==> src/rtl/bdm_pkg.sv <==
`timescale 1ns / 1ps
// Shared types and constants for the background-debug serial master.
// Used by every module of the block; depends on nothing.
package bdm_pkg;

	// Serial frame: one attention bit followed by the data bits
	localparam int FRAME_BITS = 17;
	localparam int IDX_W      = ($clog2(FRAME_BITS) > 5) ? $clog2(FRAME_BITS) : 5;
	localparam int WORD_W     = 16;
	localparam int LONG_BIT   = 7;

	// Command queue between front and back
	localparam int Q_DEPTH  = 2;
	localparam int QPTR_W   = (Q_DEPTH > 1) ? $clog2(Q_DEPTH) : 1;
	localparam int QCOUNT_W = $clog2(Q_DEPTH + 1);

	localparam logic [WORD_W-1:0] POLL_LIMIT_RESET = 16'd1024;

	// Input command codes
	typedef enum logic [1:0] {
		CMD_WRITE = 2'd0,
		CMD_READ  = 2'd1,
		CMD_TICK  = 2'd2
	} cmd_t;

	// Classified item kinds carried through the queue
	typedef enum logic [1:0] {
		KIND_WRITE,
		KIND_READ,
		KIND_TICK
	} kind_t;

	// Sequencer phases
	typedef enum logic [3:0] {
		PH_IDLE      = 4'd0,
		PH_OPCODE    = 4'd1,
		PH_ADDR_HIGH = 4'd2,
		PH_ADDR_LOW  = 4'd3,
		PH_DATA_HIGH = 4'd4,
		PH_DATA_LOW  = 4'd5,
		PH_POLL_HIGH = 4'd6,
		PH_POLL_LOW  = 4'd7
	} phase_t;

	typedef struct packed {
		kind_t             kind;
		logic [WORD_W-1:0] opcode;
		logic [WORD_W-1:0] addr_high;
		logic [WORD_W-1:0] addr_low;
		logic [WORD_W-1:0] data_high;
		logic [WORD_W-1:0] data_low;
		logic              dso;
	} item_t;

	// Queue handshake seen by the front
	typedef struct packed {
		logic  push;
		item_t item;
	} push_t;

	// Queue handshake seen by the back
	typedef struct packed {
		logic  valid;
		item_t item;
	} head_t;

endpackage

==> src/rtl/bdm_front.sv <==
`timescale 1ns / 1ps
// Front end: takes input transactions, classifies the command code and
// pushes legal items into the command queue. Depends on bdm_pkg.
module bdm_front import bdm_pkg::*; (
	input  logic              in_valid,
	output logic              in_stall,
	input  logic [1:0]        command,
	input  logic [WORD_W-1:0] bdm_opcode,
	input  logic [WORD_W-1:0] addr_high,
	input  logic [WORD_W-1:0] addr_low,
	input  logic [WORD_W-1:0] data_high,
	input  logic [WORD_W-1:0] data_low,
	input  logic              dso_bit,
	input  logic              q_full,
	output push_t             q_push
);

	logic  accept;
	logic  legal;
	kind_t kind;

	// Stall only while the queue has no room
	assign in_stall = q_full;
	assign accept   = in_valid && !q_full;

	// Classify the command; drop unknown codes
	always_comb begin
		legal = 1'b1;
		kind  = KIND_TICK;
		case (command)
			CMD_WRITE: kind = KIND_WRITE;
			CMD_READ:  kind = KIND_READ;
			CMD_TICK:  kind = KIND_TICK;
			default:   legal = 1'b0;
		endcase
	end

	always_comb begin
		q_push.push           = accept && legal;
		q_push.item.kind      = kind;
		q_push.item.opcode    = bdm_opcode;
		q_push.item.addr_high = addr_high;
		q_push.item.addr_low  = addr_low;
		q_push.item.data_high = data_high;
		q_push.item.data_low  = data_low;
		q_push.item.dso       = dso_bit;
	end

endmodule

==> src/rtl/bdm_queue.sv <==
`timescale 1ns / 1ps
// Short command queue that decouples the front end from the sequencer.
// Depends on bdm_pkg.
module bdm_queue import bdm_pkg::*; (
	input  logic  clk,
	input  logic  arst_n,
	input  push_t q_push,
	output logic  q_full,
	input  logic  q_pop,
	output head_t q_head
);

	item_t               entries_q [Q_DEPTH];
	logic [QPTR_W-1:0]   wr_ptr_q;
	logic [QPTR_W-1:0]   rd_ptr_q;
	logic [QCOUNT_W-1:0] count_q;
	logic                do_pop;

	assign q_full       = (count_q == QCOUNT_W'(Q_DEPTH));
	assign do_pop       = q_pop && (count_q != '0);
	assign q_head.valid = (count_q != '0);
	assign q_head.item  = entries_q[rd_ptr_q];

	// Store pushed entries
	always_ff @(posedge clk) begin
		if (q_push.push) begin
			entries_q[wr_ptr_q] <= q_push.item;
		end
	end

	// Advance pointers and occupancy
	always_ff @(posedge clk or negedge arst_n) begin
		if (!arst_n) begin
			wr_ptr_q <= '0;
			rd_ptr_q <= '0;
			count_q  <= '0;
		end else begin
			if (q_push.push) begin
				wr_ptr_q <= (wr_ptr_q == QPTR_W'(Q_DEPTH - 1)) ? '0 : wr_ptr_q + 1'b1;
			end
			if (do_pop) begin
				rd_ptr_q <= (rd_ptr_q == QPTR_W'(Q_DEPTH - 1)) ? '0 : rd_ptr_q + 1'b1;
			end
			if (q_push.push && !do_pop) begin
				count_q <= count_q + 1'b1;
			end else if (!q_push.push && do_pop) begin
				count_q <= count_q - 1'b1;
			end
		end
	end

endmodule

==> src/rtl/bdm_back.sv <==
`timescale 1ns / 1ps
// Back end: frame sequencer, poll limit register and output register.
// Consumes items from the command queue. Depends on bdm_pkg.
module bdm_back import bdm_pkg::*; (
	input  logic              clk,
	input  logic              arst_n,
	input  logic              cfg_valid,
	output logic              cfg_ready,
	input  logic [WORD_W-1:0] cfg_data,
	input  head_t             q_head,
	output logic              q_pop,
	output logic              out_valid,
	input  logic              out_stall,
	output logic              dsi_bit,
	output logic              clock_pulse,
	output logic              frame_end,
	output logic              attention,
	output logic              command_done,
	output logic              timed_out,
	output logic [WORD_W-1:0] response_high,
	output logic [WORD_W-1:0] response_low
);

	// Sequencer state
	phase_t            phase_q, phase_d;
	logic [IDX_W-1:0]  bit_index_q, bit_index_d;
	logic [WORD_W-1:0] in_shift_q, in_shift_d;
	logic              attention_q, attention_d;
	logic              is_read_q, is_read_d;
	logic [WORD_W-1:0] high_result_q, high_result_d;
	logic [WORD_W-1:0] poll_count_q, poll_count_d;
	logic [WORD_W-1:0] poll_limit_q;

	// Held command words, written at issue
	logic [WORD_W-1:0] opcode_q, addr_high_q, addr_low_q, data_high_q, data_low_q;
	logic              load_words;

	// Output register
	logic              out_valid_q;
	logic              dsi_q, fend_q, att_q, done_q, tmo_q;
	logic [WORD_W-1:0] resp_high_q, resp_low_q;

	logic              out_free;
	logic              load_out;
	logic              dsi_d, fend_d, done_d, tmo_d;
	logic [WORD_W-1:0] resp_low_d;
	logic [WORD_W-1:0] cur_word;
	logic [IDX_W-1:0]  pos;
	logic [WORD_W-1:0] poll_inc;
	logic [WORD_W-1:0] limit;
	item_t             item;

	assign cfg_ready = 1'b1;
	assign out_free  = !out_valid_q || !out_stall;
	assign q_pop     = q_head.valid && out_free;
	assign item      = q_head.item;

	// Phase after the address frames
	function automatic phase_t after_address(input logic rd, input logic long_xfer);
		phase_t p;
		if (rd) begin
			p = long_xfer ? PH_POLL_HIGH : PH_POLL_LOW;
		end else begin
			p = long_xfer ? PH_DATA_HIGH : PH_DATA_LOW;
		end
		return p;
	endfunction

	// Word driven in the current phase
	always_comb begin
		case (phase_q)
			PH_OPCODE:    cur_word = opcode_q;
			PH_ADDR_HIGH: cur_word = addr_high_q;
			PH_ADDR_LOW:  cur_word = addr_low_q;
			PH_DATA_HIGH: cur_word = data_high_q;
			PH_DATA_LOW:  cur_word = data_low_q;
			default:      cur_word = '0;
		endcase
	end

	assign pos      = IDX_W'(FRAME_BITS - 1) - bit_index_q;
	assign poll_inc = poll_count_q + 1'b1;
	assign limit    = (poll_limit_q == '0) ? WORD_W'(1) : poll_limit_q;

	// Next state and result for the item at the head of the queue
	always_comb begin
		phase_d       = phase_q;
		bit_index_d   = bit_index_q;
		in_shift_d    = in_shift_q;
		attention_d   = attention_q;
		is_read_d     = is_read_q;
		high_result_d = high_result_q;
		poll_count_d  = poll_count_q;
		load_words    = 1'b0;
		load_out      = 1'b0;
		dsi_d         = 1'b0;
		fend_d        = 1'b0;
		done_d        = 1'b0;
		tmo_d         = 1'b0;
		resp_low_d    = '0;
		if (q_pop) begin
			case (item.kind)
				KIND_WRITE, KIND_READ: begin
					// Issue loads only while idle
					if (phase_q == PH_IDLE) begin
						load_words    = 1'b1;
						is_read_d     = (item.kind == KIND_READ);
						high_result_d = '0;
						poll_count_d  = '0;
						attention_d   = 1'b0;
						phase_d       = PH_OPCODE;
						bit_index_d   = '0;
					end
				end
				KIND_TICK: begin
					if (phase_q != PH_IDLE) begin
						load_out = 1'b1;
						// Attention bit first, then data MSB first
						if (bit_index_q == '0) begin
							attention_d = item.dso;
						end else begin
							if (pos < IDX_W'(WORD_W)) begin
								dsi_d = cur_word[pos[3:0]];
							end
							in_shift_d = {in_shift_q[WORD_W-2:0], item.dso};
						end
						if (bit_index_q != IDX_W'(FRAME_BITS - 1)) begin
							bit_index_d = bit_index_q + 1'b1;
						end else begin
							fend_d      = 1'b1;
							resp_low_d  = in_shift_d;
							bit_index_d = '0;
							case (phase_q)
								PH_OPCODE: begin
									if (addr_high_q != '0 || addr_low_q != '0) begin
										phase_d = PH_ADDR_HIGH;
									end else begin
										phase_d = after_address(is_read_q, opcode_q[LONG_BIT]);
									end
								end
								PH_ADDR_HIGH: phase_d = PH_ADDR_LOW;
								PH_ADDR_LOW:  phase_d = after_address(is_read_q, opcode_q[LONG_BIT]);
								PH_DATA_HIGH: phase_d = PH_DATA_LOW;
								PH_DATA_LOW:  phase_d = PH_POLL_LOW;
								default: begin
									// Poll until attention clears or the limit is hit
									if (attention_d) begin
										poll_count_d = poll_inc;
										if (poll_inc == '0 || poll_inc >= limit) begin
											done_d  = 1'b1;
											tmo_d   = 1'b1;
											phase_d = PH_IDLE;
										end
									end else if (phase_q == PH_POLL_HIGH) begin
										high_result_d = in_shift_d;
										poll_count_d  = '0;
										phase_d       = PH_POLL_LOW;
									end else begin
										done_d  = 1'b1;
										phase_d = PH_IDLE;
									end
								end
							endcase
						end
					end
				end
				default: ;
			endcase
		end
	end

	// Hold the sequencer state
	always_ff @(posedge clk or negedge arst_n) begin
		if (!arst_n) begin
			phase_q       <= PH_IDLE;
			bit_index_q   <= '0;
			in_shift_q    <= '0;
			attention_q   <= 1'b0;
			is_read_q     <= 1'b0;
			high_result_q <= '0;
			poll_count_q  <= '0;
			poll_limit_q  <= POLL_LIMIT_RESET;
			out_valid_q   <= 1'b0;
		end else begin
			phase_q       <= phase_d;
			bit_index_q   <= bit_index_d;
			in_shift_q    <= in_shift_d;
			attention_q   <= attention_d;
			is_read_q     <= is_read_d;
			high_result_q <= high_result_d;
			poll_count_q  <= poll_count_d;
			if (cfg_valid && cfg_ready) begin
				poll_limit_q <= cfg_data;
			end
			if (load_out) begin
				out_valid_q <= 1'b1;
			end else if (!out_stall) begin
				out_valid_q <= 1'b0;
			end
		end
	end

	// Capture command words at issue
	always_ff @(posedge clk) begin
		if (load_words) begin
			opcode_q    <= item.opcode;
			addr_high_q <= item.addr_high;
			addr_low_q  <= item.addr_low;
			data_high_q <= item.data_high;
			data_low_q  <= item.data_low;
		end
	end

	// Capture the result transaction
	always_ff @(posedge clk) begin
		if (load_out) begin
			dsi_q       <= dsi_d;
			fend_q      <= fend_d;
			att_q       <= attention_d;
			done_q      <= done_d;
			tmo_q       <= tmo_d;
			resp_high_q <= high_result_d;
			resp_low_q  <= resp_low_d;
		end
	end

	assign out_valid     = out_valid_q;
	assign dsi_bit       = dsi_q;
	assign clock_pulse   = 1'b1;
	assign frame_end     = fend_q;
	assign attention     = att_q;
	assign command_done  = done_q;
	assign timed_out     = tmo_q;
	assign response_high = resp_high_q;
	assign response_low  = resp_low_q;

`ifndef ASSERT_OFF
	// A finished command leaves the sequencer idle
	a_done_idle: assert property (@(posedge clk) disable iff (!arst_n)
		(load_out && done_d) |=> (phase_q == PH_IDLE))
		else $error("command done but sequencer not idle");

	// The last bit of a frame restarts the bit counter
	a_frame_wrap: assert property (@(posedge clk) disable iff (!arst_n)
		(load_out && fend_d) |=> (bit_index_q == '0))
		else $error("bit counter not cleared after frame end");

	// An issue taken while idle starts with the opcode frame
	a_issue_start: assert property (@(posedge clk) disable iff (!arst_n)
		(load_words) |=> (phase_q == PH_OPCODE && bit_index_q == '0 && !out_valid_q ||
			phase_q == PH_OPCODE && bit_index_q == '0))
		else $error("issue did not start the opcode frame");

	// No result is produced while the output register is full and stalled
	a_no_overrun: assert property (@(posedge clk) disable iff (!arst_n)
		(out_valid_q && out_stall) |-> !load_out)
		else $error("result loaded over a stalled result");
`endif

endmodule

==> src/rtl/bdm_serial_command_master_top.sv <==
`timescale 1ns / 1ps
// Background-debug serial master: front end, command queue and frame sequencer.
// Takes one item per clock while the queue has room; a tick result passes through the queue, then the output register.
// Issue items and ticks while idle produce no result; the sequencer runs one bit per tick.
// Throughput is set by the sequencer, which retires one queued item each cycle unless its output is full and stalled.
// Asynchronous reset: sequencer idle, queue empty, poll limit 1024.
module bdm_serial_command_master_top import bdm_pkg::*; (
	input  logic              clk,
	input  logic              arst_n,
	input  logic              cfg_valid,
	output logic              cfg_ready,
	input  logic [WORD_W-1:0] cfg_data,
	input  logic              in_valid,
	output logic              in_stall,
	input  logic [1:0]        command,
	input  logic [WORD_W-1:0] bdm_opcode,
	input  logic [WORD_W-1:0] addr_high,
	input  logic [WORD_W-1:0] addr_low,
	input  logic [WORD_W-1:0] data_high,
	input  logic [WORD_W-1:0] data_low,
	input  logic              dso_bit,
	output logic              out_valid,
	input  logic              out_stall,
	output logic              dsi_bit,
	output logic              clock_pulse,
	output logic              frame_end,
	output logic              attention,
	output logic              command_done,
	output logic              timed_out,
	output logic [WORD_W-1:0] response_high,
	output logic [WORD_W-1:0] response_low
);

	push_t q_push;
	head_t q_head;
	logic  q_full;
	logic  q_pop;

	// Classify input transactions
	bdm_front u_front (
		.in_valid   (in_valid),
		.in_stall   (in_stall),
		.command    (command),
		.bdm_opcode (bdm_opcode),
		.addr_high  (addr_high),
		.addr_low   (addr_low),
		.data_high  (data_high),
		.data_low   (data_low),
		.dso_bit    (dso_bit),
		.q_full     (q_full),
		.q_push     (q_push)
	);

	// Decouple front and back
	bdm_queue u_queue (
		.clk    (clk),
		.arst_n (arst_n),
		.q_push (q_push),
		.q_full (q_full),
		.q_pop  (q_pop),
		.q_head (q_head)
	);

	// Run the frame sequencer
	bdm_back u_back (
		.clk           (clk),
		.arst_n        (arst_n),
		.cfg_valid     (cfg_valid),
		.cfg_ready     (cfg_ready),
		.cfg_data      (cfg_data),
		.q_head        (q_head),
		.q_pop         (q_pop),
		.out_valid     (out_valid),
		.out_stall     (out_stall),
		.dsi_bit       (dsi_bit),
		.clock_pulse   (clock_pulse),
		.frame_end     (frame_end),
		.attention     (attention),
		.command_done  (command_done),
		.timed_out     (timed_out),
		.response_high (response_high),
		.response_low  (response_low)
	);

endmodule
==> config.mk <==
export PLATFORM = sky130hd
export DESIGN_NAME = bdm_serial_command_master_top
export DESIGN_NICKNAME = d
export VERILOG_FILES = /design/src/rtl/bdm_pkg.sv /design/src/rtl/bdm_front.sv /design/src/rtl/bdm_queue.sv /design/src/rtl/bdm_back.sv /design/src/rtl/bdm_serial_command_master_top.sv
export SDC_FILE = /design/constraint.sdc
export NUM_CORES = 1
export LEC_CHECK = 0
export ABC_AREA = 1
export BUFFER_PORTS_ARGS = -buffer_cell sky130_fd_sc_hd__buf_4
export CAP_MARGIN = 5
export CELL_PAD_IN_SITES_DETAIL_PLACEMENT = 1
export CELL_PAD_IN_SITES_GLOBAL_PLACEMENT = 1
export CORE_ASPECT_RATIO = 0.6
export CORE_MARGIN = 2
export CORE_UTILIZATION = 50
export CTS_CLUSTER_SIZE = 24
export DETAILED_ROUTE_END_ITERATION = 10
export GPL_TIMING_DRIVEN = 0
export PLACE_DENSITY_LB_ADDON = 0.1
export SLEW_MARGIN = 20
export SYNTH_ARGS = -nofsm -noshare
export SYNTH_HDL_FRONTEND = slang
export SYNTH_SLANG_ARGS = --single-unit
==> constraint.sdc <==
create_clock -name clk -period 13.4 [get_ports clk]
set_input_delay 1.34 -clock clk [delete_from_list [all_inputs] [get_ports clk]]
set_output_delay 1.34 -clock clk [all_outputs]
set_load 0.01 [all_outputs]
==> impl_metrics.py, run 1 <==
metrics = {
    "sta": {
        "finalHoldViolCount": 0,
        "holdWs_ns": 0.497,
        "final-setup-viol-count": 0,
        "tns_ns": 0,
        "rsz0062_at_grt": "false",
        "slew_headroom_pct": 38.0,
        "timing.fmax_ghz": 0.289,
        "setup_ws_ns": 9.94,
        "maxSlewViolCount": 0,
        "period_share_pct": 25.8,
        "worstMarginPinSlew_ns": 0.930,
        "layout_min_cycle_time_ns": 3.46,
        "fin_skew_ns": 0.0209,
    },
    "worst_setup_path": {
        "r2r_end": "u_back.phase_q[0]$_DFFE_PN0P_",
        "r2r_slack_ns": 9.94,
        "critPathRequiredTime_ns": 13.81,
        "cp_max_fo": 8,
        "endpoint_kind": "register",
        "path_class": "register to register",
        "rr_startpoint": "u_back.poll_count_q[1]$_DFFE_PN0P_",
        "startpoint_type": "register",
        "arrival_ns": 3.87,
        "r2r.worst_path.cells": 16,
    },
    "power_and_ir_drop": {
        "ir_worst_vdd_mv": 0.115,
        "p_per_area_nw_per_um2": 220,
        "p_leak_uw": 0.00771,
        "p_total_uw": 4010,
    },
    "yosys": {
        "syn_area_um2": 15200,
        "yosysTopAreaCell": "edfxtp_1",
        "syn_avg_cell_area_um2": 10.9,
        "synth_top_area_share_pct": 56.0,
        "netlist_instances": 1392,
        "yosysMostFrequentCell": "nand2_1",
        "yosysUniqueCellTypes": 48,
        "synth-seq-cells": 362,
        "synth-main-ff-cell": "edfxtp_1",
        "synth-edff-count": 283,
        "yosysWarnings": 0,
        "synth_commonest_cells": "nand2_1 (447), edfxtp_1 (283), inv_1 (156), nor2_1 (98), dfrtp_1 (78)",
        "async_reset_ff_share_pct": 21.8,
        "ys_top_cells_by_area": "edfxtp_1 (56%), dfrtp_1 (13%), nand2_1 (11%)",
        "ys_seq_area_share_pct": 69.1,
    },
    "place": {
        "port_buffers": 142,
        "place_congestion": 0.842,
        "place_ws_ns": 9.59,
        "dp.final_hpwl_um": 29600,
    },
    "grt": {
        "grtUsageTotal_pct": 26.8,
        "grt_max_degree": 80,
        "first_global_vias": 11400,
        "antenna_found_initial": 1,
        "grt_pass1_wl_um": 65000,
        "grt_overflow": 0,
    },
    "cts": {
        "ctsResizeCount": 0,
        "worstSkewPairLatency_ns": 0.53,
        "post_cts_buffers": 0,
        "cts_max_path_buffers": 3,
        "cts_tree": "yes",
        "htree_levels": 2,
        "cts.sinks": 362,
        "cts_buffers": 35,
        "hold_buffers": 0,
        "clk_pin_slew_ns": 0.06,
        "root_buffer": "clkbuf_16",
    },
    "floorplan": {
        "die_y_um": 139,
        "placementRows": 49,
        "initial_core_util_pct": 50.7,
        "ioPinCount": 145,
        "die_area_um2": 31800,
        "core_um2": 29900,
        "die_w_um": 229,
    },
    "detailed_routing": {
        "drc": 0,
        "wl_met3_um": 2650,
        "vias_per_cell": 5.36,
        "top_layer": "met4",
        "dr.pass1.iters": 5,
        "drt-total-wl_um": 41900,
        "dr_wl_met2_um": 19300,
        "drt_iter0_markers": 904,
        "num_vias": 10800,
        "detail_route.wl_per_cell_um": 20.7,
        "postRouteAntennaNets": 0,
        "routedLengthMet1_um": 19200,
    },
    "cells_and_area": {
        "areaGrowthSynthToFinish_pct": 20.4,
        "nets": 1716,
        "fillers": 3242,
        "antenna_cells": 0,
        "multi_input_area_um2": 3860,
        "drive_gt1_share_pct": 17.0,
        "seqCellArea_um2": 10500,
        "postLayoutCoreUtil_pct": 61.0,
    },
    "job": {
        "drv_cap": 0,
    },
    "min_path": {
        "hold_depth": 2,
        "min_to": "u_back.in_shift_q[4]$_DFFE_PN0P_",
        "hp-start": "u_back.in_shift_q[4]$_DFFE_PN0P_",
        "hold_class": "register to register",
    },
    "outcome": {
        "status": "complete, no violations",
    },
}
[state kept, by name (all words and copies together), names as in the netlist, 2 cells and up]
| register | cells |
|---|---|
| u_back.addr_high_q | 16 |
| u_back.addr_low_q | 16 |
| u_back.bit_index_q | 5 |
| u_back.data_high_q | 16 |
| u_back.data_low_q | 16 |
| u_back.high_result_q | 16 |
| u_back.in_shift_q | 16 |
| u_back.opcode_q | 16 |
| u_back.phase_q | 3 |
| u_back.poll_count_q | 16 |
| u_back.poll_limit_q | 16 |
| u_back.response_high | 16 |
| u_back.response_low | 16 |
| u_queue.count_q | 2 |
| u_queue.entries_q | 166 |
[placed cells by master (no fill, tap or decap), types with 3 or more instances in the layout]
| master | instances |
|---|---|
| inv_2 | 8 |
| buf_6 | 4 |
| nor2_1 | 96 |
| buf_16 | 6 |
| clkinv_2 | 8 |
| ha_1 | 23 |
| clkbuf_16 | 36 |
| nand3_2 | 3 |
| o22ai_1 | 22 |
| nor2_2 | 7 |
| buf_2 | 9 |
| inv_1 | 156 |
| nand3_1 | 43 |
| clkbuf_1 | 25 |
| edfxtp_1 | 283 |
| clkinvlp_4 | 5 |
| xor2_1 | 3 |
| dfrtp_1 | 78 |
| clkinv_1 | 9 |
| nand4_1 | 18 |
| buf_4 | 151 |
| a21oi_1 | 28 |
| nand2_4 | 3 |
| nor3_1 | 9 |
| nand2_1 | 447 |
| o21ai_0 | 75 |
| o22ai_2 | 9 |
| buf_1 | 8 |
| bufinv_16 | 6 |
| nor2_4 | 4 |
[final cells by class]
cell class                      instances  share of cell area (%)
Inverter                              169                    3.49
Buffer                                 45                    1.18
Clock buffer                           39                    5.00
Clock inverter                         25                    1.62
Timing Repair Buffer                  159                    7.38
Tap cell                              408                    2.80
Sequential cell                       362                    57.4
Multi-Input combinational cell        817                    21.2
[metrics by stage]
| step | cell area [µm²] | cells |
|---|---|---|
| 5_1_grt | 18300 | 2024 |
| 4_1_cts | 18300 | 2024 |
| 3_3_place_gp | 16700 | 1943 |
| 6_report | 18300 | 2024 |
| 3_5_place_dp | 17000 | 1960 |
| 2_1_floorplan | 15200 | 1393 |
[worst max-delay path, stage by stage, from the launching register on]
cell and delay (ns):
dfrtp_1 0.46, ha_1 0.18, buf_2 0.22, nand3_1 0.14, nor2_1 0.30, nand3_1 0.14
nand2_1 0.17, inv_1 0.07, ha_1 0.28, nand2_1 0.06, nor4_1 0.54, and3_1 0.25
nor2_1 0.07, nand3_1 0.20, nand2_1 0.14, nand2_1 0.08, nand2_1 0.06
[cell families after synthesis]
kind of cell / share of synthesized area, %
simple gates: 17.4
flops: 69.1
buf+inv: 5.62
compound gates: 5.59
fa+ha+maj: 1.90
xor+xnor: 0.289
other cells: 0.0247
mux: 0.0660
[power by group]
group	switching [µW]	total (µW)	internal, µW	leakage, µW
Clock	435	1050	611	0.000577
Sequential	115	1680	1560	0.00366
Combinational	924	1290	366	0.00347
[routing by layer]
metal | global-route usage [%] | up-vias
met5 | 0 | -
met4 | 5.64 | 0
met3 | 4.69 | 62
met2 | 42.4 | 331
met1 | 39.2 | 5439
li1 | - | 5009
[how the worst max path moves through the flow]
stage	start	endpoint	slack, ns
floorplan	out_stall	u_back.is_read_q$_DFFE_PN0P_	5.51
global placement	out_stall	u_back.is_read_q$_DFFE_PN0P_	2.75
detailed placement	out_stall	u_back.timed_out$_SDFFCE_PP0P_	9.59
CTS	u_back.poll_count_q[1]$_DFFE_PN0P_	u_back.phase_q[1]$_DFFE_PN0P_	10.03
global route	u_back.bit_index_q[0]$_DFFE_PN0P_	u_back.response_high[9]$_DFFE_PP_	9.77
finish	u_back.poll_count_q[1]$_DFFE_PN0P_	u_back.phase_q[0]$_DFFE_PN0P_	9.94
Note: power is estimated with default switching activity, not from simulation.
==> run 2, diff against run 1 <==
Settings changed: ABC_AREA 1 to 0, CORE_UTILIZATION 50 to 49.
Clock period 13.4 ns to 3.2 ns, I/O delays scaled along.
==> impl_metrics.py, run 2 <==
metrics = {
    "worst_setup_path": {
        "cp_cell_sequence": "buf_4, nand2_2, nor2_1, xor2_2, ha_1, a2111oi_1, o21a_1, o211ai_1, nand2_1, o311a_4, a21boi_4, mux2_1",
        "cp_max_fo": 5,
        "r2r.worst_path.cells": 12,
        "arrival_ns": 3.51,
        "endpoint_kind": "register",
        "path_delay_family": "compound AO/OA/AOI/OAI gates",
        "rr_startpoint": "u_back.poll_count_q[0]$_DFFE_PN0P_",
        "path_class": "register to register",
        "critPathRequiredTime_ns": 3.61,
        "r2r_slack_ns": 0.09,
        "cpMaxStageDelayCell": "dfrtp_2",
        "cp_slowest_stage_delay_ns": 0.46,
        "cp.depth": 12,
        "startpoint_type": "register",
        "crit_buf_inv": 1,
        "crit_start": "u_back.poll_count_q[0]$_DFFE_PN0P_",
        "crit_end": "u_back.phase_q[0]$_DFFE_PN0P_",
        "r2r_end": "u_back.phase_q[0]$_DFFE_PN0P_",
    },
    "yosys": {
        "synth-seq-cells": 362,
        "yosysTopAreaCell": "edfxtp_1",
        "synth-edff-count": 283,
        "ys_top_cells_by_area": "edfxtp_1 (57%), dfrtp_1 (13%), mux2_2 (7.7%)",
        "async_reset_ff_share_pct": 21.8,
        "synth-main-ff-cell": "edfxtp_1",
        "netlist_instances": 976,
        "yosysMostFrequentCell": "edfxtp_1",
        "ys_seq_area_share_pct": 70.6,
        "syn_area_um2": 14800,
        "syn_avg_cell_area_um2": 15.2,
        "yosysWarnings": 0,
        "synth_commonest_cells": "edfxtp_1 (283), mux2_2 (101), dfrtp_1 (78), nor2_1 (49), o21ai_0 (49)",
        "yosysUniqueCellTypes": 67,
        "synth_top_area_share_pct": 57.3,
    },
    "floorplan": {
        "initial_core_util_pct": 49.7,
        "die_area_um2": 31700,
        "ioPinCount": 145,
        "placementRows": 49,
        "die_w_um": 229,
        "core_um2": 29900,
        "die_y_um": 139,
    },
    "detailed_routing": {
        "drc": 0,
        "num_vias": 9350,
        "vias_per_cell": 5.53,
        "drt_iter0_markers": 699,
        "drt-total-wl_um": 37400,
        "dr.pass1.iters": 4,
        "postRouteAntennaNets": 0,
        "detail_route.wl_per_cell_um": 22.1,
    },
    "min_path": {
        "hold_class": "input port to register",
    },
    "power_and_ir_drop": {
        "p_leak_uw": 0.00717,
        "ir_worst_vdd_mv": 0.559,
        "p_per_area_nw_per_um2": 773,
    },
    "sta": {
        "setup_ws_ns": 0.0910,
        "maxSlewViolCount": 0,
        "holdWs_ns": 0.0189,
        "period_share_pct": 97.2,
        "finalHoldViolCount": 0,
        "fin_skew_ns": 0.0255,
        "layout_min_cycle_time_ns": 3.11,
        "slew_headroom_pct": 44.3,
        "timing.fmax_ghz": 0.322,
        "worstMarginPinSlew_ns": 0.836,
        "final-setup-viol-count": 0,
    },
    "cells_and_area": {
        "largest_register": "u_queue.entries_q",
        "largest_reg_flops": 166,
        "layout_commonest_cell": "edfxtp_1",
        "drive_gt1_share_pct": 29.0,
        "areaGrowthSynthToFinish_pct": 26.7,
        "final_cell_mix": "edfxtp_1 (283), buf_4 (156), mux2_2 (101), dlygate4sd3_1 (87), dfrtp_1 (76)",
        "nets": 1386,
        "antenna_cells": 0,
        "fillers": 2807,
    },
    "place": {
        "dp.final_hpwl_um": 24800,
        "place_congestion": 0.836,
        "port_buffers": 142,
        "place_ws_ns": -0.507,
    },
    "job": {
        "drv_cap": 0,
    },
    "cts": {
        "cts_max_path_buffers": 3,
        "cts_tree": "yes",
        "root_buffer": "clkbuf_16",
        "worstSkewPairLatency_ns": 0.54,
        "cts_buffers": 35,
        "htree_levels": 2,
        "cts.sinks": 362,
        "clk_pin_slew_ns": 0.07,
    },
    "grt": {
        "grt_max_degree": 80,
        "first_global_vias": 9988,
        "grt_pass1_wl_um": 58300,
        "grtUsageTotal_pct": 23.9,
        "grt_overflow": 0,
        "antenna_found_initial": 0,
    },
    "outcome": {
        "status": "complete, no violations",
    },
}
run 2: cell type report:
cell class                      instances  area [µm²]  share of cell area (%)
Timing Repair inverter                  1        5.00                  0.0266
Tap cell                              408         510                    2.71
Buffer                                 51         248                    1.32
Clock buffer                           47         963                    5.12
Inverter                               35         165                   0.878
Clock inverter                         14         156                   0.832
Multi-Input combinational cell        527        4110                    21.9
Sequential cell                       362       10500                    55.7
Timing Repair Buffer                  246        2170                    11.5
run 2: stage by stage:
stage	TNS, ns	util [%]	instance area, µm²	instances	power (µW)
finish	0	63.0	18800	1691	14500
global route	-0.0122	63.0	18800	1691	15200
CTS	0	62.5	18600	1684	14500
detailed placement	-24.83	55.5	16600	1534	10200
global placement	-201.97	55.0	16400	1527	10000
floorplan	0	-	14900	977	8780
run 2: cells by family (layout without fill, tap and decap cells):
family                   count (synthesis)  in the layout  share of synthesized area (%)
adder cells (fa/ha/maj)                 23             23                           1.94
XOR/XNOR                                23             23                           1.36
AO/OA/AOI/OAI                          143            143                           6.27
AND/OR/NAND/NOR                        195            195                           6.61
multiplexers                           141            141                           10.7
flip-flops                             362            362                           70.6
buffers and inverters                   88            394                           2.49
other                                    1              2                         0.0253
run 2: worst min path at each step:
stage,start,end,slack (ns),cells after the start
6_report,cfg_data[8],u_back.poll_limit_q[8]$_DFFE_PN0P_,0.02,3
4_1_cts,out_stall,u_back.out_valid$_DFFE_PN0P_,0.001,3
3_3_place_gp,u_queue.count_q[1]$_DFFE_PN0P_,u_queue.count_q[1]$_DFFE_PN0P_,0.48,1
3_5_place_dp,u_queue.count_q[1]$_DFFE_PN0P_,u_queue.count_q[1]$_DFFE_PN0P_,0.49,1
2_1_floorplan,arst_n,u_back.attention_q$_DFF_PN0_,0.02,0
5_1_grt,cfg_data[10],u_back.poll_limit_q[10]$_DFFE_PN1P_,0.007,3
run 2: per-layer routing:
| layer | GRT usage (%) | vias up | routed length (µm) |
|---|---|---|---|
| met5 | 0 | - | 0 |
| met3 | 4.17 | 39 | 1730 |
| met1 | 37.0 | 4833 | 18400 |
| met4 | 4.13 | 0 | 408 |
| met2 | 35.9 | 223 | 16900 |
| li1 | - | 4255 | - |
run 2: tightest hold or removal path: stages:
cell and delay, ns:
buf_4 0.08, nand2_1 0.04, o21ai_0 0.06
run 2: what timing repair did:
item                       in CTS  in global routing
pin swaps                       2                  8
resized for setup              14                 24
buffers inserted                3                  7
hold endpoints to repair      167                 78
hold buffers                   86                  1
setup endpoints to repair     125                 89
gates cloned                    1                  0
run 2: report_power, final:
part	internal, µW	switching [µW]	leakage [µW]
combinational	1760	2290	0.00297
sequential	6020	327	0.00365
clock	2370	1760	0.000552
